[config.mk]
export PLATFORM = sky130hd
export DESIGN_NAME = ema_to_servo_pulse_mapper_flat
export DESIGN_NICKNAME = d
export VERILOG_FILES = /design/src/hdl/emap_pkg.sv /design/src/hdl/emap_ifs.sv /design/src/hdl/emap_datapath.sv /design/src/hdl/ema_to_servo_pulse_mapper.sv /design/src/flat_wrapper.sv
export SDC_FILE = /design/constraint.sdc
export NUM_CORES = 1
export LEC_CHECK = 0
export BUFFER_PORTS_ARGS = -buffer_cell sky130_fd_sc_hd__buf_2
export CORE_ASPECT_RATIO = 0.5
export CORE_MARGIN = 5
export CORE_UTILIZATION = 35
export DETAILED_ROUTE_END_ITERATION = 6
export GPL_ROUTABILITY_DRIVEN = 0
export PLACE_DENSITY = 0.52
export SYNTH_ARGS = -nofsm -noshare
export SYNTH_HDL_FRONTEND = slang
export SYNTH_SLANG_ARGS = --single-unit
[constraint.sdc]
create_clock -name clk -period 15.6 [get_ports clk]
set_input_delay 3.12 -clock clk [delete_from_list [all_inputs] [get_ports clk]]
set_output_delay 3.12 -clock clk [all_outputs]
set_load 0.01 [all_outputs]
[src/hdl/emap_pkg.sv]
package emap_pkg;

	localparam int CH_W        = 2;
	localparam int SAMPLE_W    = 12;
	localparam int PULSE_W     = 15;
	localparam int ANGLE_W     = 8;
	localparam int CFG_IDX_W   = 2;
	localparam int CFG_DATA_W  = 15;

	localparam int JOINTS_DEF       = 4;
	localparam int SMOOTH_SHIFT_DEF = 3;

	localparam logic [ANGLE_W-1:0]  ANGLE_FULL = 8'd180;

	localparam logic [SAMPLE_W-1:0] WIN_LOW_RST   = 12'd600;
	localparam logic [SAMPLE_W-1:0] WIN_HIGH_RST  = 12'd3500;
	localparam logic [PULSE_W-1:0]  PULSE_MIN_RST = 15'd650;
	localparam logic [PULSE_W-1:0]  PULSE_MAX_RST = 15'd2350;

	// Both divisions produce a quotient of known width, so the divider runs a fixed
	// number of restoring steps.
	localparam int DIV_W   = SAMPLE_W + PULSE_W;
	localparam int Q_PULSE = PULSE_W;
	localparam int Q_ANGLE = ANGLE_W;
	localparam int CNT_W   = $clog2(Q_PULSE + 1);

	localparam int STEP_W = 3;
	localparam logic [STEP_W-1:0] STEP_WAIT   = 3'd0;
	localparam logic [STEP_W-1:0] STEP_AVG    = 3'd1;
	localparam logic [STEP_W-1:0] STEP_MUL_P  = 3'd2;
	localparam logic [STEP_W-1:0] STEP_DIV_P  = 3'd3;
	localparam logic [STEP_W-1:0] STEP_PULSE  = 3'd4;
	localparam logic [STEP_W-1:0] STEP_MUL_A  = 3'd5;
	localparam logic [STEP_W-1:0] STEP_DIV_A  = 3'd6;
	localparam logic [STEP_W-1:0] STEP_FINISH = 3'd7;

	typedef enum logic [CFG_IDX_W-1:0] {
		REG_WIN_LOW   = 2'd0,
		REG_WIN_HIGH  = 2'd1,
		REG_PULSE_MIN = 2'd2,
		REG_PULSE_MAX = 2'd3
	} emap_reg_e_t;

	typedef enum logic [2:0] {
		OP_NOP    = 3'd0,
		OP_LOAD   = 3'd1,
		OP_AVG    = 3'd2,
		OP_MUL_P  = 3'd3,
		OP_DIV    = 3'd4,
		OP_PULSE  = 3'd5,
		OP_MUL_A  = 3'd6,
		OP_FINISH = 3'd7
	} emap_op_t;

	typedef enum logic [2:0] {
		JC_NONE     = 3'd0,
		JC_ALWAYS   = 3'd1,
		JC_NO_IN    = 3'd2,
		JC_CNT      = 3'd3,
		JC_OUT_BUSY = 3'd4
	} emap_jc_t;

	typedef struct packed {
		emap_op_t            op;
		emap_jc_t            jc;
		logic [STEP_W-1:0]   target;
		logic                in_rdy;
		logic                out_ld;
	} emap_cw_t;

	typedef struct packed {
		logic cnt_more;
	} emap_stat_t;

	typedef struct packed {
		logic [SAMPLE_W-1:0] win_low;
		logic [SAMPLE_W-1:0] win_high;
		logic [PULSE_W-1:0]  pulse_min;
		logic [PULSE_W-1:0]  pulse_max;
	} emap_cfg_t;

	typedef struct packed {
		logic [CH_W-1:0]     joint;
		logic [SAMPLE_W-1:0] level;
		logic [PULSE_W-1:0]  pulse;
		logic [ANGLE_W-1:0]  angle;
	} emap_res_t;

	// Control store: a jump is taken to target when its condition holds,
	// otherwise the sequencer falls through to the next step.
	function automatic emap_cw_t emap_program(input logic [STEP_W-1:0] step);
		emap_cw_t cw;
		case (step)
			STEP_WAIT:   cw = '{op: OP_LOAD,   jc: JC_NO_IN,    target: STEP_WAIT,
			                    in_rdy: 1'b1, out_ld: 1'b0};
			STEP_AVG:    cw = '{op: OP_AVG,    jc: JC_NONE,     target: STEP_WAIT,
			                    in_rdy: 1'b0, out_ld: 1'b0};
			STEP_MUL_P:  cw = '{op: OP_MUL_P,  jc: JC_NONE,     target: STEP_WAIT,
			                    in_rdy: 1'b0, out_ld: 1'b0};
			STEP_DIV_P:  cw = '{op: OP_DIV,    jc: JC_CNT,      target: STEP_DIV_P,
			                    in_rdy: 1'b0, out_ld: 1'b0};
			STEP_PULSE:  cw = '{op: OP_PULSE,  jc: JC_NONE,     target: STEP_WAIT,
			                    in_rdy: 1'b0, out_ld: 1'b0};
			STEP_MUL_A:  cw = '{op: OP_MUL_A,  jc: JC_NONE,     target: STEP_WAIT,
			                    in_rdy: 1'b0, out_ld: 1'b0};
			STEP_DIV_A:  cw = '{op: OP_DIV,    jc: JC_CNT,      target: STEP_DIV_A,
			                    in_rdy: 1'b0, out_ld: 1'b0};
			STEP_FINISH: cw = '{op: OP_FINISH, jc: JC_OUT_BUSY, target: STEP_FINISH,
			                    in_rdy: 1'b0, out_ld: 1'b1};
			default:     cw = '{op: OP_NOP,    jc: JC_ALWAYS,   target: STEP_WAIT,
			                    in_rdy: 1'b0, out_ld: 1'b0};
		endcase
		return cw;
	endfunction

endpackage

[src/hdl/emap_ifs.sv]
interface emap_in_if;
	logic                             valid;
	logic                             ready;
	logic [emap_pkg::CH_W-1:0]        joint_channel;
	logic [emap_pkg::SAMPLE_W-1:0]    adc_sample;

	modport source (output valid, joint_channel, adc_sample, input ready);
	modport sink (input valid, joint_channel, adc_sample, output ready);
endinterface

interface emap_out_if;
	logic                             valid;
	logic                             ready;
	logic [emap_pkg::CH_W-1:0]        joint_out;
	logic [emap_pkg::SAMPLE_W-1:0]    smoothed_level;
	logic [emap_pkg::PULSE_W-1:0]     pulse_width_us;
	logic [emap_pkg::ANGLE_W-1:0]     angle_degrees;

	modport source (output valid, joint_out, smoothed_level, pulse_width_us, angle_degrees,
		input ready);
	modport sink (input valid, joint_out, smoothed_level, pulse_width_us, angle_degrees,
		output ready);
endinterface

interface emap_cfg_if;
	logic                             valid;
	logic                             ready;
	logic [emap_pkg::CFG_IDX_W-1:0]   index;
	logic [emap_pkg::CFG_DATA_W-1:0]  data;

	modport source (output valid, index, data, input ready);
	modport sink (input valid, index, data, output ready);
endinterface

[src/hdl/emap_datapath.sv]
module emap_datapath #(
	parameter int JOINTS       = emap_pkg::JOINTS_DEF,
	parameter int SMOOTH_SHIFT = emap_pkg::SMOOTH_SHIFT_DEF
) (
	input  logic                           clk,
	input  logic                           arst_n,
	input  emap_pkg::emap_cw_t             cw,
	input  logic                           in_xfer,
	input  logic [emap_pkg::CH_W-1:0]      joint_channel,
	input  logic [emap_pkg::SAMPLE_W-1:0]  adc_sample,
	input  emap_pkg::emap_cfg_t            cfg,
	output emap_pkg::emap_stat_t           stat,
	output emap_pkg::emap_res_t            res
);

	localparam int JW    = (JOINTS > 1) ? $clog2(JOINTS) : 1;
	localparam int SUM_W = emap_pkg::SAMPLE_W + SMOOTH_SHIFT + 1;
	localparam logic [4:0] JOINTS_V = 5'(JOINTS);

	logic [emap_pkg::CH_W-1:0]     ch_q;
	logic [emap_pkg::SAMPLE_W-1:0] smp_q;
	logic [JW-1:0]                 slot_q;
	logic [emap_pkg::SAMPLE_W-1:0] avg_q;
	logic [emap_pkg::SAMPLE_W-1:0] store_q [JOINTS];
	logic [emap_pkg::DIV_W-1:0]    rem_q;
	logic [emap_pkg::DIV_W-1:0]    dsh_q;
	logic [emap_pkg::PULSE_W-1:0]  quo_q;
	logic [emap_pkg::CNT_W-1:0]    cnt_q;
	logic [emap_pkg::PULSE_W-1:0]  pulse_q;
	logic                          dir_q;
	logic                          empty_q;

	logic [4:0]                    slot_full;
	logic [JW-1:0]                 slot;
	logic [SUM_W-1:0]              old_x;
	logic [SUM_W-1:0]              sum;
	logic [emap_pkg::SAMPLE_W-1:0] avg_new;
	logic [emap_pkg::SAMPLE_W-1:0] lvl_clamp;
	logic [emap_pkg::SAMPLE_W-1:0] lvl_diff;
	logic [emap_pkg::SAMPLE_W-1:0] win_span;
	logic [emap_pkg::PULSE_W-1:0]  pulse_span;
	logic [emap_pkg::PULSE_W-1:0]  pls_clamp;
	logic [emap_pkg::PULSE_W-1:0]  pls_diff;
	logic [emap_pkg::PULSE_W-1:0]  pls_den;
	logic                          rem_ge;
	logic [emap_pkg::ANGLE_W-1:0]  angle_next;

	// The channel is at most 3, so three conditional subtractions reduce it modulo JOINTS.
	always_comb begin
		slot_full = 5'(joint_channel);
		for (int i = 0; i < 3; i++) begin
			if (slot_full >= JOINTS_V) begin
				slot_full = slot_full - JOINTS_V;
			end
		end
		slot = slot_full[JW-1:0];
	end

	always_comb begin
		old_x   = SUM_W'(store_q[slot_q]);
		sum     = (old_x << SMOOTH_SHIFT) - old_x + SUM_W'(smp_q);
		avg_new = sum[SMOOTH_SHIFT +: emap_pkg::SAMPLE_W];
	end

	always_comb begin
		if (avg_q < cfg.win_low) begin
			lvl_clamp = cfg.win_low;
		end else if (avg_q > cfg.win_high) begin
			lvl_clamp = cfg.win_high;
		end else begin
			lvl_clamp = avg_q;
		end
		lvl_diff   = lvl_clamp - cfg.win_low;
		win_span   = cfg.win_high - cfg.win_low;
		pulse_span = (cfg.pulse_max > cfg.pulse_min) ? cfg.pulse_max - cfg.pulse_min
		                                             : cfg.pulse_min - cfg.pulse_max;
		if (pulse_q < cfg.pulse_min) begin
			pls_clamp = cfg.pulse_min;
		end else if (pulse_q > cfg.pulse_max) begin
			pls_clamp = cfg.pulse_max;
		end else begin
			pls_clamp = pulse_q;
		end
		pls_diff = pls_clamp - cfg.pulse_min;
		pls_den  = cfg.pulse_max - cfg.pulse_min;
		rem_ge   = rem_q >= dsh_q;
	end

	always_ff @(posedge clk or negedge arst_n) begin
		if (!arst_n) begin
			for (int i = 0; i < JOINTS; i++) begin
				store_q[i] <= '0;
			end
		end else if (cw.op == emap_pkg::OP_AVG) begin
			store_q[slot_q] <= avg_new;
		end
	end

	always_ff @(posedge clk or negedge arst_n) begin
		if (!arst_n) begin
			cnt_q <= '0;
		end else begin
			case (cw.op)
				emap_pkg::OP_MUL_P: cnt_q <= emap_pkg::CNT_W'(emap_pkg::Q_PULSE);
				emap_pkg::OP_MUL_A: cnt_q <= emap_pkg::CNT_W'(emap_pkg::Q_ANGLE);
				emap_pkg::OP_DIV:   cnt_q <= cnt_q - 1'b1;
				default:            cnt_q <= cnt_q;
			endcase
		end
	end

	always_ff @(posedge clk) begin
		case (cw.op)
			emap_pkg::OP_LOAD: begin
				if (in_xfer) begin
					ch_q   <= joint_channel;
					smp_q  <= adc_sample;
					slot_q <= slot;
				end
			end
			emap_pkg::OP_AVG: begin
				avg_q <= avg_new;
			end
			emap_pkg::OP_MUL_P: begin
				rem_q   <= emap_pkg::DIV_W'(lvl_diff) * emap_pkg::DIV_W'(pulse_span);
				dsh_q   <= emap_pkg::DIV_W'(win_span) << (emap_pkg::Q_PULSE - 1);
				quo_q   <= '0;
				dir_q   <= cfg.pulse_max > cfg.pulse_min;
				empty_q <= cfg.win_high <= cfg.win_low;
			end
			emap_pkg::OP_DIV: begin
				if (rem_ge) begin
					rem_q <= rem_q - dsh_q;
				end
				quo_q <= {quo_q[emap_pkg::PULSE_W-2:0], rem_ge};
				dsh_q <= dsh_q >> 1;
			end
			emap_pkg::OP_PULSE: begin
				if (empty_q) begin
					pulse_q <= cfg.pulse_max;
				end else if (dir_q) begin
					pulse_q <= cfg.pulse_max - quo_q;
				end else begin
					pulse_q <= cfg.pulse_max + quo_q;
				end
			end
			emap_pkg::OP_MUL_A: begin
				rem_q   <= emap_pkg::DIV_W'(pls_diff) * emap_pkg::DIV_W'(emap_pkg::ANGLE_FULL);
				dsh_q   <= emap_pkg::DIV_W'(pls_den) << (emap_pkg::Q_ANGLE - 1);
				quo_q   <= '0;
				empty_q <= cfg.pulse_max <= cfg.pulse_min;
			end
			default: begin
			end
		endcase
	end

	always_comb begin
		if (empty_q) begin
			angle_next = '0;
		end else if (quo_q > emap_pkg::PULSE_W'(emap_pkg::ANGLE_FULL)) begin
			angle_next = emap_pkg::ANGLE_FULL;
		end else begin
			angle_next = quo_q[emap_pkg::ANGLE_W-1:0];
		end
	end

	assign stat.cnt_more = cnt_q != emap_pkg::CNT_W'(1);
	assign res.joint     = ch_q;
	assign res.level     = avg_q;
	assign res.pulse     = pulse_q;
	assign res.angle     = angle_next;

endmodule

[src/hdl/ema_to_servo_pulse_mapper.sv]
// Smoothed joint sensor to servo pulse mapper.
// The samples channel carries a joint channel and a 12-bit converter sample; each
// transfer updates that joint's moving average (old*7 + sample)/8 and yields one
// item on the results channel: the joint, the new average, the servo pulse width
// in microseconds and the servo angle from 0 to 180 degrees.
// The cfg channel writes the converter window and the pulse limits by register
// index; it is always ready and should be used only while no item is in flight.
// A microcoded sequencer steps a small datapath; the two linear maps share one
// restoring divider that settles one quotient bit per cycle.
// Each sample runs through 15 divider steps for the pulse, 8 for the angle and six
// control steps around them; the next sample is taken only after the last one has
// been loaded into the output register.
// The result sits in an output register, so the next sample is accepted while it
// waits. If the receiver has not taken it by the next result, the sequencer holds in
// its last step until the output register is free.
// Reset clears the averages to zero, loads the register defaults and empties the
// output register.
module ema_to_servo_pulse_mapper #(
	parameter int JOINTS       = emap_pkg::JOINTS_DEF,
	parameter int SMOOTH_SHIFT = emap_pkg::SMOOTH_SHIFT_DEF
) (
	input  logic        clk,
	input  logic        arst_n,
	emap_in_if.sink     samples,
	emap_out_if.source  results,
	emap_cfg_if.sink    cfg
);

	logic [emap_pkg::STEP_W-1:0] pc_q;
	logic [emap_pkg::STEP_W-1:0] pc_d;
	emap_pkg::emap_cw_t          cw;
	emap_pkg::emap_stat_t        stat;
	emap_pkg::emap_res_t         res;
	emap_pkg::emap_cfg_t         cfg_q;
	logic                        in_xfer;
	logic                        out_free;
	logic                        out_load;
	logic                        take;
	logic                        out_valid_q;
	emap_pkg::emap_res_t         out_q;

	always_comb begin
		cw       = emap_pkg::emap_program(pc_q);
		in_xfer  = samples.valid && cw.in_rdy;
		out_free = !out_valid_q || results.ready;
		out_load = cw.out_ld && out_free;
		case (cw.jc)
			emap_pkg::JC_NONE:     take = 1'b0;
			emap_pkg::JC_ALWAYS:   take = 1'b1;
			emap_pkg::JC_NO_IN:    take = !in_xfer;
			emap_pkg::JC_CNT:      take = stat.cnt_more;
			emap_pkg::JC_OUT_BUSY: take = !out_free;
			default:               take = 1'b0;
		endcase
		pc_d = take ? cw.target : pc_q + 1'b1;
	end

	always_ff @(posedge clk or negedge arst_n) begin
		if (!arst_n) begin
			pc_q <= emap_pkg::STEP_WAIT;
		end else begin
			pc_q <= pc_d;
		end
	end

	assign cfg.ready = 1'b1;

	always_ff @(posedge clk or negedge arst_n) begin
		if (!arst_n) begin
			cfg_q.win_low   <= emap_pkg::WIN_LOW_RST;
			cfg_q.win_high  <= emap_pkg::WIN_HIGH_RST;
			cfg_q.pulse_min <= emap_pkg::PULSE_MIN_RST;
			cfg_q.pulse_max <= emap_pkg::PULSE_MAX_RST;
		end else if (cfg.valid) begin
			case (cfg.index)
				emap_pkg::REG_WIN_LOW:   cfg_q.win_low   <= cfg.data[emap_pkg::SAMPLE_W-1:0];
				emap_pkg::REG_WIN_HIGH:  cfg_q.win_high  <= cfg.data[emap_pkg::SAMPLE_W-1:0];
				emap_pkg::REG_PULSE_MIN: cfg_q.pulse_min <= cfg.data[emap_pkg::PULSE_W-1:0];
				emap_pkg::REG_PULSE_MAX: cfg_q.pulse_max <= cfg.data[emap_pkg::PULSE_W-1:0];
				default: begin
				end
			endcase
		end
	end

	emap_datapath #(
		.JOINTS       (JOINTS),
		.SMOOTH_SHIFT (SMOOTH_SHIFT)
	) u_datapath (
		.clk           (clk),
		.arst_n        (arst_n),
		.cw            (cw),
		.in_xfer       (in_xfer),
		.joint_channel (samples.joint_channel),
		.adc_sample    (samples.adc_sample),
		.cfg           (cfg_q),
		.stat          (stat),
		.res           (res)
	);

	always_ff @(posedge clk or negedge arst_n) begin
		if (!arst_n) begin
			out_valid_q <= 1'b0;
		end else if (out_load) begin
			out_valid_q <= 1'b1;
		end else if (results.ready) begin
			out_valid_q <= 1'b0;
		end
	end

	always_ff @(posedge clk) begin
		if (out_load) begin
			out_q <= res;
		end
	end

	assign samples.ready          = cw.in_rdy;
	assign results.valid          = out_valid_q;
	assign results.joint_out      = out_q.joint;
	assign results.smoothed_level = out_q.level;
	assign results.pulse_width_us = out_q.pulse;
	assign results.angle_degrees  = out_q.angle;

	a_start_leaves_wait: assert property (@(posedge clk) disable iff (!arst_n)
		in_xfer |=> pc_q == emap_pkg::STEP_AVG)
		else $error("sequencer did not advance after a sample transfer");

	a_result_from_finish: assert property (@(posedge clk) disable iff (!arst_n)
		$rose(results.valid) |-> $past(pc_q) == emap_pkg::STEP_FINISH)
		else $error("result appeared outside the final step");

	a_angle_range: assert property (@(posedge clk) disable iff (!arst_n)
		results.valid |-> results.angle_degrees <= emap_pkg::ANGLE_FULL)
		else $error("angle above full scale");

	a_pulse_range: assert property (@(posedge clk) disable iff (!arst_n)
		results.valid && (cfg_q.win_high > cfg_q.win_low)
			&& (cfg_q.pulse_max > cfg_q.pulse_min)
		|-> (results.pulse_width_us >= cfg_q.pulse_min)
			&& (results.pulse_width_us <= cfg_q.pulse_max))
		else $error("pulse outside the configured limits");

endmodule

[src/flat_wrapper.sv]
// flat-port wrapper written by rule: the top's interface ports become plain ports
module ema_to_servo_pulse_mapper_flat 
#(
	parameter int JOINTS       = emap_pkg::JOINTS_DEF,
	parameter int SMOOTH_SHIFT = emap_pkg::SMOOTH_SHIFT_DEF
)
  (clk, arst_n, samples_valid, samples_joint_channel, samples_adc_sample, samples_ready, results_valid, results_joint_out, results_smoothed_level, results_pulse_width_us, results_angle_degrees, results_ready, cfg_valid, cfg_index, cfg_data, cfg_ready);
  emap_in_if samples_i ();
  emap_out_if results_i ();
  emap_cfg_if cfg_i ();
  input  logic clk;
  input  logic arst_n;
  input wire logic [$bits(samples_i.valid)-1:0] samples_valid;
  input wire logic [$bits(samples_i.joint_channel)-1:0] samples_joint_channel;
  input wire logic [$bits(samples_i.adc_sample)-1:0] samples_adc_sample;
  output wire logic [$bits(samples_i.ready)-1:0] samples_ready;
  output wire logic [$bits(results_i.valid)-1:0] results_valid;
  output wire logic [$bits(results_i.joint_out)-1:0] results_joint_out;
  output wire logic [$bits(results_i.smoothed_level)-1:0] results_smoothed_level;
  output wire logic [$bits(results_i.pulse_width_us)-1:0] results_pulse_width_us;
  output wire logic [$bits(results_i.angle_degrees)-1:0] results_angle_degrees;
  input wire logic [$bits(results_i.ready)-1:0] results_ready;
  input wire logic [$bits(cfg_i.valid)-1:0] cfg_valid;
  input wire logic [$bits(cfg_i.index)-1:0] cfg_index;
  input wire logic [$bits(cfg_i.data)-1:0] cfg_data;
  output wire logic [$bits(cfg_i.ready)-1:0] cfg_ready;
  assign samples_i.valid = samples_valid;
  assign samples_i.joint_channel = samples_joint_channel;
  assign samples_i.adc_sample = samples_adc_sample;
  assign samples_ready = samples_i.ready;
  assign results_valid = results_i.valid;
  assign results_joint_out = results_i.joint_out;
  assign results_smoothed_level = results_i.smoothed_level;
  assign results_pulse_width_us = results_i.pulse_width_us;
  assign results_angle_degrees = results_i.angle_degrees;
  assign results_i.ready = results_ready;
  assign cfg_i.valid = cfg_valid;
  assign cfg_i.index = cfg_index;
  assign cfg_i.data = cfg_data;
  assign cfg_ready = cfg_i.ready;
  ema_to_servo_pulse_mapper #(.JOINTS(JOINTS), .SMOOTH_SHIFT(SMOOTH_SHIFT)) u_core (.clk(clk), .arst_n(arst_n), .samples(samples_i), .results(results_i), .cfg(cfg_i));
endmodule
### Word-level counts from Yosys, hierarchy flattened

Memories as Yosys holds them, arrays and structs flattened.
Index checks and enable logic that the tools add are counted.

* $add $sub $neg: 12
* multipliers: 2
* $lt $le $gt $ge: 11
* eq/ne operators: 15
* multiplexer cells: 24
* bitwise gates (word level): 1
* reductions and logical operators: 20

Operators by type and width (number)
* $pmux W27 S3: 2
* $mux W15: 5
* $mux W12: 5
* $sub A15 B15 Y15: 4
* $bwmux W48: 1
* $gt A15 B15 Y1: 2
* $pmux W15 S2: 1
* $ge A27 B27 Y1: 1
* $mul A12 B15 Y27: 1
* $mux W27: 1
* $sub A27 B27 Y27: 1
* $bmux W12 S2: 1
* $demux W12 S2: 1
* $sub A12 B12 Y12: 2
* $mul A15 B6 Y21 const B: 1
* $add A15 B12 Y15: 1
* $add A15 B15 Y15: 1
* $gt A15 B8 Y1 const B: 1
* $le A15 B15 Y1: 1
* $lt A15 B15 Y1: 1
* $sub A15 B12 Y15: 1
* $eq A3 B2 Y1 const B: 4
* $eq A3 B3 Y1 const B: 4
* $gt A12 B12 Y1: 1
* other kinds (26): 41

* register bits after elaboration: 259
* memory bits (read-only): 88
* input port bits: 36
* output and inout port bits: 40
* logic and storage cells: 111
* memories: 1

Memories
* (no name shown): words 8, bits a word 11, rd ports 1, clocked after memory_dff 0, wr ports 0, RTL line emap_pkg.sv:93 `case (step)`

### Longest topological paths before layout

Gate-level depths: netlist of run 1.

* depth after elaboration: 7
* gate-level depth with buffers: 44
* gate-level depth less buffers: 42

### Hierarchy

A second synthesis of run 1 with hierarchy kept.

* cells, all modules: 2641
* area, all modules: 25529.5 um^2

By module, submodules not included
* emap_datapath: times used 1, cells each 2445, area an instance 21956.1 um^2, seq. area each 4634.4 um^2
* ema_to_servo_pulse_mapper: times used 1, cells each 196, area an instance 3573.4 um^2, seq. area each 2588.7 um^2

### Worst setup path after synthesis of run 1

OpenSTA, ideal clock, no wires.

* path type: reg2reg
* start point: reg u_core.cfg_q[35] in the netlist's numbering
* end point: reg u_core.u_datapath.rem_q[26] in the netlist's numbering (data pin)
* setup time: 259 ps
* arrival: 9584 ps
* required time: 15341 ps
* path slack: 5757 ps
* stages on the path, launching flop included: 42
* path buffers: 2
* clock period less this slack: 9843 ps
* cells stage by stage: dfstp_2 > inv_1 > ha_1 > a21o_1 > a21o_1 > a21oi_1 > o21ai_0 > nor2_1 > nor2_1 > buf_1 > nand2_1 > o211ai_1 > o21ai_0 > ha_1 > fa_1 > nor2b_1 > o21ai_1 > a21boi_1 > (+6 left out) > nand2b_1 > fa_1 > fa_1 > inv_1 > fa_1 > fa_1 > inv_1 > fa_1 > inv_1 > ha_1 > a21o_1 > a2111oi_2 > o21ai_0 > nor4b_1 > o21ai_0 > o21ai_0 > xnor2_1 > a211o_1

* longest elaborated chain between the ends: 6

Ends and longest elaborated chain
* start, declared: RTL line ema_to_servo_pulse_mapper.sv:34 `emap_pkg::emap_cfg_t cfg_q;`
* $gt A12 B12 Y1: RTL line emap_datapath.sv:68 `end else if (avg_q > cfg.win_high) begin`
* $mux W12 (*): RTL line emap_datapath.sv:68
* $mux W12 (*): RTL line emap_datapath.sv:66 `if (avg_q < cfg.win_low) begin`
* $sub A12 B12 Y12 (*): RTL line emap_datapath.sv:73 `lvl_diff = lvl_clamp - cfg.win_low;`
* $mul A12 B15 Y27 (*): RTL line emap_datapath.sv:125 `rem_q <= emap_pkg::DIV_W'(lvl_diff) * emap_pkg::DIV_W'(pulse_span);`
* $pmux W27 S3 (*): RTL line emap_datapath.sv:113 `case (cw.op)`
* end signal, assigned: RTL line emap_datapath.sv:125
* end signal, assigned: RTL line emap_datapath.sv:133 `rem_q <= rem_q - dsh_q;`
* end signal, assigned: RTL line emap_datapath.sv:148 `rem_q <= emap_pkg::DIV_W'(pls_diff) * emap_pkg::DIV_W'(emap_pkg::ANGLE_FULL);`
* end, declared: RTL line emap_datapath.sv:25 `logic [emap_pkg::DIV_W-1:0] rem_q;`

Mark *: on every way between the ends. The rest lies on a longest branch, timed or not.
A chain may end at the register's enable or synchronous reset.

### Final worst setup path of run 1

* start point: reg u_core.cfg_q[43] in the netlist's numbering
* end point: reg u_core.u_datapath.rem_q[26] in the netlist's numbering (data pin)

* longest elaborated chain between the ends: 5

Ends and longest elaborated chain (RTL line)
* $lt A12 B12 Y1: emap_datapath.sv:66
* $mux W12: emap_datapath.sv:66
* $sub A12 B12 Y12 (*): emap_datapath.sv:73
* $mul A12 B15 Y27 (*): emap_datapath.sv:125
* $pmux W27 S3 (*): emap_datapath.sv:113

Marks and branches as above.

==> results of run 1 <==
-- worst max-delay path, delay by kind of cell (launching register included) --
family	cells	cell delay (ns)
AO/OA/AOI/OAI	18	4.06
XOR/XNOR	1	0.11
adder cells (fa/ha/maj)	9	3.85
buffers and inverters	5	0.52
flip-flops	1	0.42
AND/OR/NAND/NOR	6	1.36
-- kinds of logic after synthesis --
group | Yosys count
AO/OA/AOI/OAI | 514
XOR/XNOR | 140
buffers and inverters | 471
flip-flops | 258
multiplexers | 134
adder cells (fa/ha/maj) | 455
AND/OR/NAND/NOR | 727
other | 1
-- worst min-delay path by stage --
stage / from / cells past startpoint / slack [ns] / to
after floorplan: u_core.u_datapath.slot_q[0] / 0 / 0.42 / u_core.results.joint_out[0]
after global placement: u_core.u_datapath.store_q[20] / 2 / 0.46 / u_core.u_datapath.store_q[20]
after detailed placement: u_core.u_datapath.store_q[20] / 2 / 0.46 / u_core.u_datapath.store_q[20]
after CTS: u_core.u_datapath.store_q[20] / 2 / 0.48 / u_core.u_datapath.store_q[20]
after global routing: u_core.u_datapath.store_q[8] / 2 / 0.50 / u_core.u_datapath.store_q[8]
final: u_core.u_datapath.store_q[20] / 2 / 0.48 / u_core.u_datapath.store_q[20]
-- per-layer routing --
metal | track usage [%] | vias to the layer above | part of all wire [%]
met5 | 0 | - | 0
met4 | 3.89 | 0 | 2.3
met3 | 2.24 | 74 | 5.0
met2 | 28.4 | 390 | 44
met1 | 25.9 | 9462 | 48
li1 | - | 9269 | -
-- final cells by class --
type | count | share of cell area [%]
Clock buffer | 40 | 2.81
Clock inverter | 14 | 0.660
Inverter | 381 | 5.10
Multi-Input combinational cell | 1971 | 59.0
Sequential cell | 258 | 25.8
Tap cell | 972 | 4.34
Timing Repair Buffer | 113 | 2.37
-- state kept, by name (all words and copies together), names as in the netlist --
register,cells
u_core.cfg_q,54
u_core.pc_q,3
u_core.results.angle_degrees,8
u_core.results.joint_out,2
u_core.results.pulse_width_us,15
u_core.results.smoothed_level,12
u_core.results.valid,1
u_core.u_datapath.avg_q,12
u_core.u_datapath.cnt_q,4
u_core.u_datapath.dir_q,1
u_core.u_datapath.dsh_q,26
u_core.u_datapath.empty_q,1
u_core.u_datapath.pulse_q,15
u_core.u_datapath.quo_q,15
u_core.u_datapath.rem_q,27
u_core.u_datapath.slot_q,2
u_core.u_datapath.smp_q,12
u_core.u_datapath.store_q,48
-- layout by cell type, fill, tap and decap left out, types with 14 or more instances in the layout --
cell type and count:
a21o_1 49, fa_1 170, nand4_1 17, o21a_1 22, nand3_1 33, xor2_1 41, nand2b_1 67, nor3_1 52
mux2_2 94, nand2_1 230, nor2b_1 33, and2_1 28, a21oi_1 166, nor2_1 189, mux2i_1 28, clkbuf_16 29
ha_1 285, and3_1 20, xnor2_1 90, o21ai_0 128, buf_4 40, a31oi_1 15, inv_1 381, buf_2 73
dfrtp_1 89, dfstp_2 21, a211oi_1 23, o211ai_1 14, edfxtp_1 148
-- stage by stage --
stage	cell area, um^2	hold WS [ns]	std cells	util (%)	setup WS [ns]
after floorplan	25500	0.421	2700	-	5.76
after global placement	27100	0.458	3695	37.3	5.25
after detailed placement	27100	0.465	3695	37.3	5.02
after CTS	28000	0.479	3749	38.6	4.99
after global routing	28000	0.504	3749	38.6	3.97
final	28000	0.480	3749	38.6	5.03
==> reports/metrics.cfg, run 1 <==
[run_status]
run_status=finished, final reports clean

[hold_path]
hp-class=reg -> reg

[global_routing]
grt_usage_pct=17.8
grt_pass1_vias=19000
antenna_found_initial=3
grt_max_degree=64
grt_pass1_wl_mm=111
overflow=0

[drt]
routed_wl_mm=71.1
vias=19200
drtIter0Drc=1129
via_per_inst=5.12
wl_per_cell_um=19.0
first_pass_iters=5
antenna_left=0
drc=0

[clock_network]
postCtsHoldBufs=0
cts_resized=0
root_buffer=clkbuf_16
postCtsSetupBuffers=0
clockBufferDepth=3
path_clk_slew_ns=0.07
htreeDepth=1
cts_buffers=29
clock_latency_ns=0.60
cts_tree=built
cts_sinks=258

[synthesis]
ys_async_sr_fraction_pct=42.6
yosysTopAreaCell=edfxtp_1
synth_top_family_by_area=adder cells
ys_ff_latch=258
synth_xor_area_share_pct=4.84
synthTopCellsByCount=inv_1 (381), ha_1 (285), nand2_1 (230), nor2_1 (190), fa_1 (170)
synthFlopType=edfxtp_1
synthSimpleGateAreaFrac_pct=13.6
seq_area_frac_synth_pct=28.3
syn-cell-area_um2=25500
synth_cells=2700
ys_warn_count=0
ys_top_cells_by_area=edfxtp_1 (17%), ha_1 (14%), fa_1 (13%)
synth_cell_type_count=79
netlist.area_leader.share_pct=17.4
synth_edf_count=148
synthMuxAreaShare_pct=6.31
synth.avg_cell_area_um2=9.44
synth_compound_area_share_pct=12.4
yosysMostFrequentCell=inv_1
syn-num-nets=3191
synth_fa_ha_area_share_pct=27.3

[worst_setup_path]
r2r_slack_ns=5.03
crit_arrival_ns=10.91
r2r_cells=39
worstSetupStartpointType=flop
path_max_fanout=23
cpPeakStageDelay_ns=0.55
critical-path-slowest-cell=fa_1
path_class=reg -> reg
rr_startpoint=u_core.cfg_q[43]
crit_required_ns=15.95
endpoint_kind=flop
crit_top_cell=fa_1
rr_endpoint=u_core.u_datapath.rem_q[26]
crit_end=u_core.u_datapath.rem_q[26]
crit_start=u_core.cfg_q[43]

[cells_and_area]
antenna_cells=0
seqCellArea_um2=7220
nFillCells=7310
multi_input_area_um2=16500
drive_gt1_share_pct=11.7
area_growth_pct=10.0
layout.nets=3245

[sta]
fin_tns_setup_ns=0
finalClockSkew_ns=0.0160
fmax_mhz=94.6
maxSlewHeadroom_pct=24.1
fin_crit_ns=10.57
fin_crit_sh_pct=67.7
tightestPinTransition_ns=1.13
rsz0062_at_grt=no
finalSetupViolations=0
hold_viol=0
slew_violations=0

[die]
ioPinCount=76
start_util_pct=35.1
row_count=70
core-area_um2=72600
die_area_um2=78700
fp.dieH_um=201
die_width_um=392

[job]
cap_violations=0

[placement]
io_buffers=74
dp_hpwl_mm=56.0

Power of run 1 is not shown: default switching activity piles up to over one toggle a cycle in this logic, so the estimate is an artifact.
==> inputs of run 2 (changes only) <==
--- a/config.mk
+++ b/config.mk
@@ -11,7 +11,7 @@
 export CORE_UTILIZATION = 35
 export DETAILED_ROUTE_END_ITERATION = 6
 export GPL_ROUTABILITY_DRIVEN = 0
-export PLACE_DENSITY = 0.52
+export PLACE_DENSITY = 0.54
 export SYNTH_ARGS = -nofsm -noshare
 export SYNTH_HDL_FRONTEND = slang
 export SYNTH_SLANG_ARGS = --single-unit
==> constraint.sdc (replaced) <==
create_clock -name clk -period 9.24 [get_ports clk]
set_input_delay 1.848 -clock clk [delete_from_list [all_inputs] [get_ports clk]]
set_output_delay 1.848 -clock clk [all_outputs]
set_load 0.01 [all_outputs]
==> run 2 against run 1 <==
Effect of this change:
- final cell count rose by 2.5%
- flip-flop and latch count did not move
- highest routed layer is now met5
- critical path depth grew 1
- die area is the same
- sequential share of layout area fell by 0.99 points
- maximum frequency grew 18%
- global-route usage about the same
- critical path type unchanged
- design area rose by 4.0%
- largest cell class unchanged
- non-clock buffer count increased by 93
==> reports/metrics.cfg, run 2 (same netlist as run 1, synthesis figures left out) <==
[drt]
drc=0  ; unchanged
routed_wl_mm=71.5  ; +0.50%
antenna_left=0  ; unchanged
via_per_inst=5.10  ; -0.35%
first_pass_iters=5  ; unchanged
drtIter0Drc=1141  ; +1.1%
wl_per_cell_um=18.6  ; -1.9%
vias=19600  ; +2.1%

[sta]
tightestPinTransition_ns=1.11  ; -0.0186 ns
slew_violations=0  ; unchanged
setup_slack_ns=0.305  ; -4.73 ns
fin_crit_sh_pct=96.7  ; +29 points
hold_viol=0  ; unchanged
fmax_mhz=112  ; +18%
fin_crit_ns=8.93  ; -1.63 ns
maxSlewHeadroom_pct=25.5  ; +1.4 points
finalSetupViolations=0  ; unchanged
whs_ns=0.477  ; -0.00277 ns
fin_tns_setup_ns=0  ; unchanged
finalClockSkew_ns=0.0343  ; +0.0183 ns

[clock_network]
cts_buffers=28  ; -3.4%
cts_sinks=258  ; unchanged
root_buffer=clkbuf_16
htreeDepth=1  ; unchanged
clock_latency_ns=0.60  ; about the same
cts_tree=built
path_clk_slew_ns=0.06  ; about the same
clockBufferDepth=3  ; unchanged

[placement]
pre_cts_slack_ns=-0.320  ; -5.34 ns
dp_hpwl_mm=56.7  ; +1.3%
placed_area_um2=27700  ; +2.3%
io_buffers=74  ; unchanged

[global_routing]
overflow=0  ; unchanged
grt_pass1_wl_mm=112  ; +0.68%
grt_pass1_vias=19700  ; +4.1%
grt_max_degree=81  ; +27%
grt_usage_pct=17.8  ; +0.036 points
antenna_found_initial=6  ; +3

[worst_setup_path]
r2r_cells=40  ; +2.6%
critical-path-slowest-cell=fa_1
path_buf_inv=6  ; +1
critPathTopFamily=adder cells
crit_arrival_ns=9.26  ; -1.65 ns
path_depth=40  ; +2.6%
cpPeakStageDelay_ns=0.54  ; about the same
path_max_fanout=6  ; -74%
crit_required_ns=9.56  ; -6.39 ns
path_class=reg -> reg
worstSetupStartpointType=flop
endpoint_kind=flop

[cells_and_area]
mostFrequentLayoutCell=inv_1
largest_reg_flops=54  ; unchanged
layout.nets=3338  ; +2.9%
design_area_um2=29200  ; +4.0%
nFillCells=7094  ; -3.0%
seqCellArea_um2=7220  ; unchanged
top_regs=u_core.cfg_q x54, u_core.u_datapath.store_q x48, u_core.u_datapath.rem_q x27
final_cell_mix=inv_1 (377), ha_1 (275), nand2_1 (229), nor2_1 (186)
regMostFlops=u_core.cfg_q
drive_gt1_share_pct=16.3  ; +4.6 points
area_growth_pct=14.4
multi_input_area_um2=16800  ; +1.7%

[die]
start_util_pct=35.1  ; unchanged
fp.dieH_um=201  ; unchanged
ioPinCount=76  ; unchanged
core-area_um2=72600  ; unchanged
die_width_um=392  ; unchanged
row_count=70  ; unchanged
die_area_um2=78700  ; unchanged

[hold_path]
min_path_cells=2  ; unchanged
hp-class=reg -> reg

[run_status]
run_status=finished, final reports clean

[job]
cap_violations=0  ; unchanged

[run 2: layout make-up]
type                    count  area share [%]
clock inverters            14           0.703
inverters                 381            4.90
well taps                 972            4.17
repair buffers            206            5.09
clock buffers              38            2.71
multi-input cells        1972            57.7
flip-flops and latches    258            24.8
diodes                      1         0.00858
[run 2: routing by layer]
layer,wire length [um],up-vias,GRT usage [%]
met4,1840,2,4.47
met5,13,-,0
met2,32100,373,28.6
met1,34100,9685,25.3
li1,-,9457,-
met3,3390,86,2.66
[run 2: worst register-to-register path: cells and delay by family, from the launching register on]
family	cells	cell delay (ns)
and+or+nand+nor	7	0.83
DFF	1	0.38
buffers and inverters	6	0.72
AOI/OAI and AO/OA	16	2.81
adders and majority gates	8	3.22
xor gates and xnor gates	2	0.39
muxes	1	0.29
[run 2: worst paths after layout]
path                                          startpoint                       endpoint  slack (ns)
setup / recovery                        u_core.cfg_q[31]    u_core.u_datapath.rem_q[26]        0.31
max in group asynchronous                         arst_n               u_core.cfg_q[10]        6.58
hold / removal             u_core.u_datapath.store_q[20]  u_core.u_datapath.store_q[20]        0.48
hold reg to reg            u_core.u_datapath.store_q[20]  u_core.u_datapath.store_q[20]        0.48
min in group asynchronous                         arst_n               u_core.cfg_q[50]        1.21
setup reg to reg                        u_core.cfg_q[31]    u_core.u_datapath.rem_q[26]        0.31
[run 2: through the flow]
stage | util [%] | std cells
global route | 40.2 | 3841
CTS | 39.6 | 3823
finish | 40.2 | 3842
floorplan | - | 2700
global placement | 38.1 | 3768
detailed placement | 38.1 | 3768
[run 2: timing repair]
| item | 4_1_cts | 5_1_grt |
|---|---|---|
| resized for setup | 12 | 62 |
| cloned | 0 | 1 |
| hold buffers | 0 | 0 |
| endpoints found under the setup margin | 6 | 11 |
| buffers inserted | 3 | 19 |
| pin swaps | 4 | 73 |
Power of run 2 is left out for the same reason.
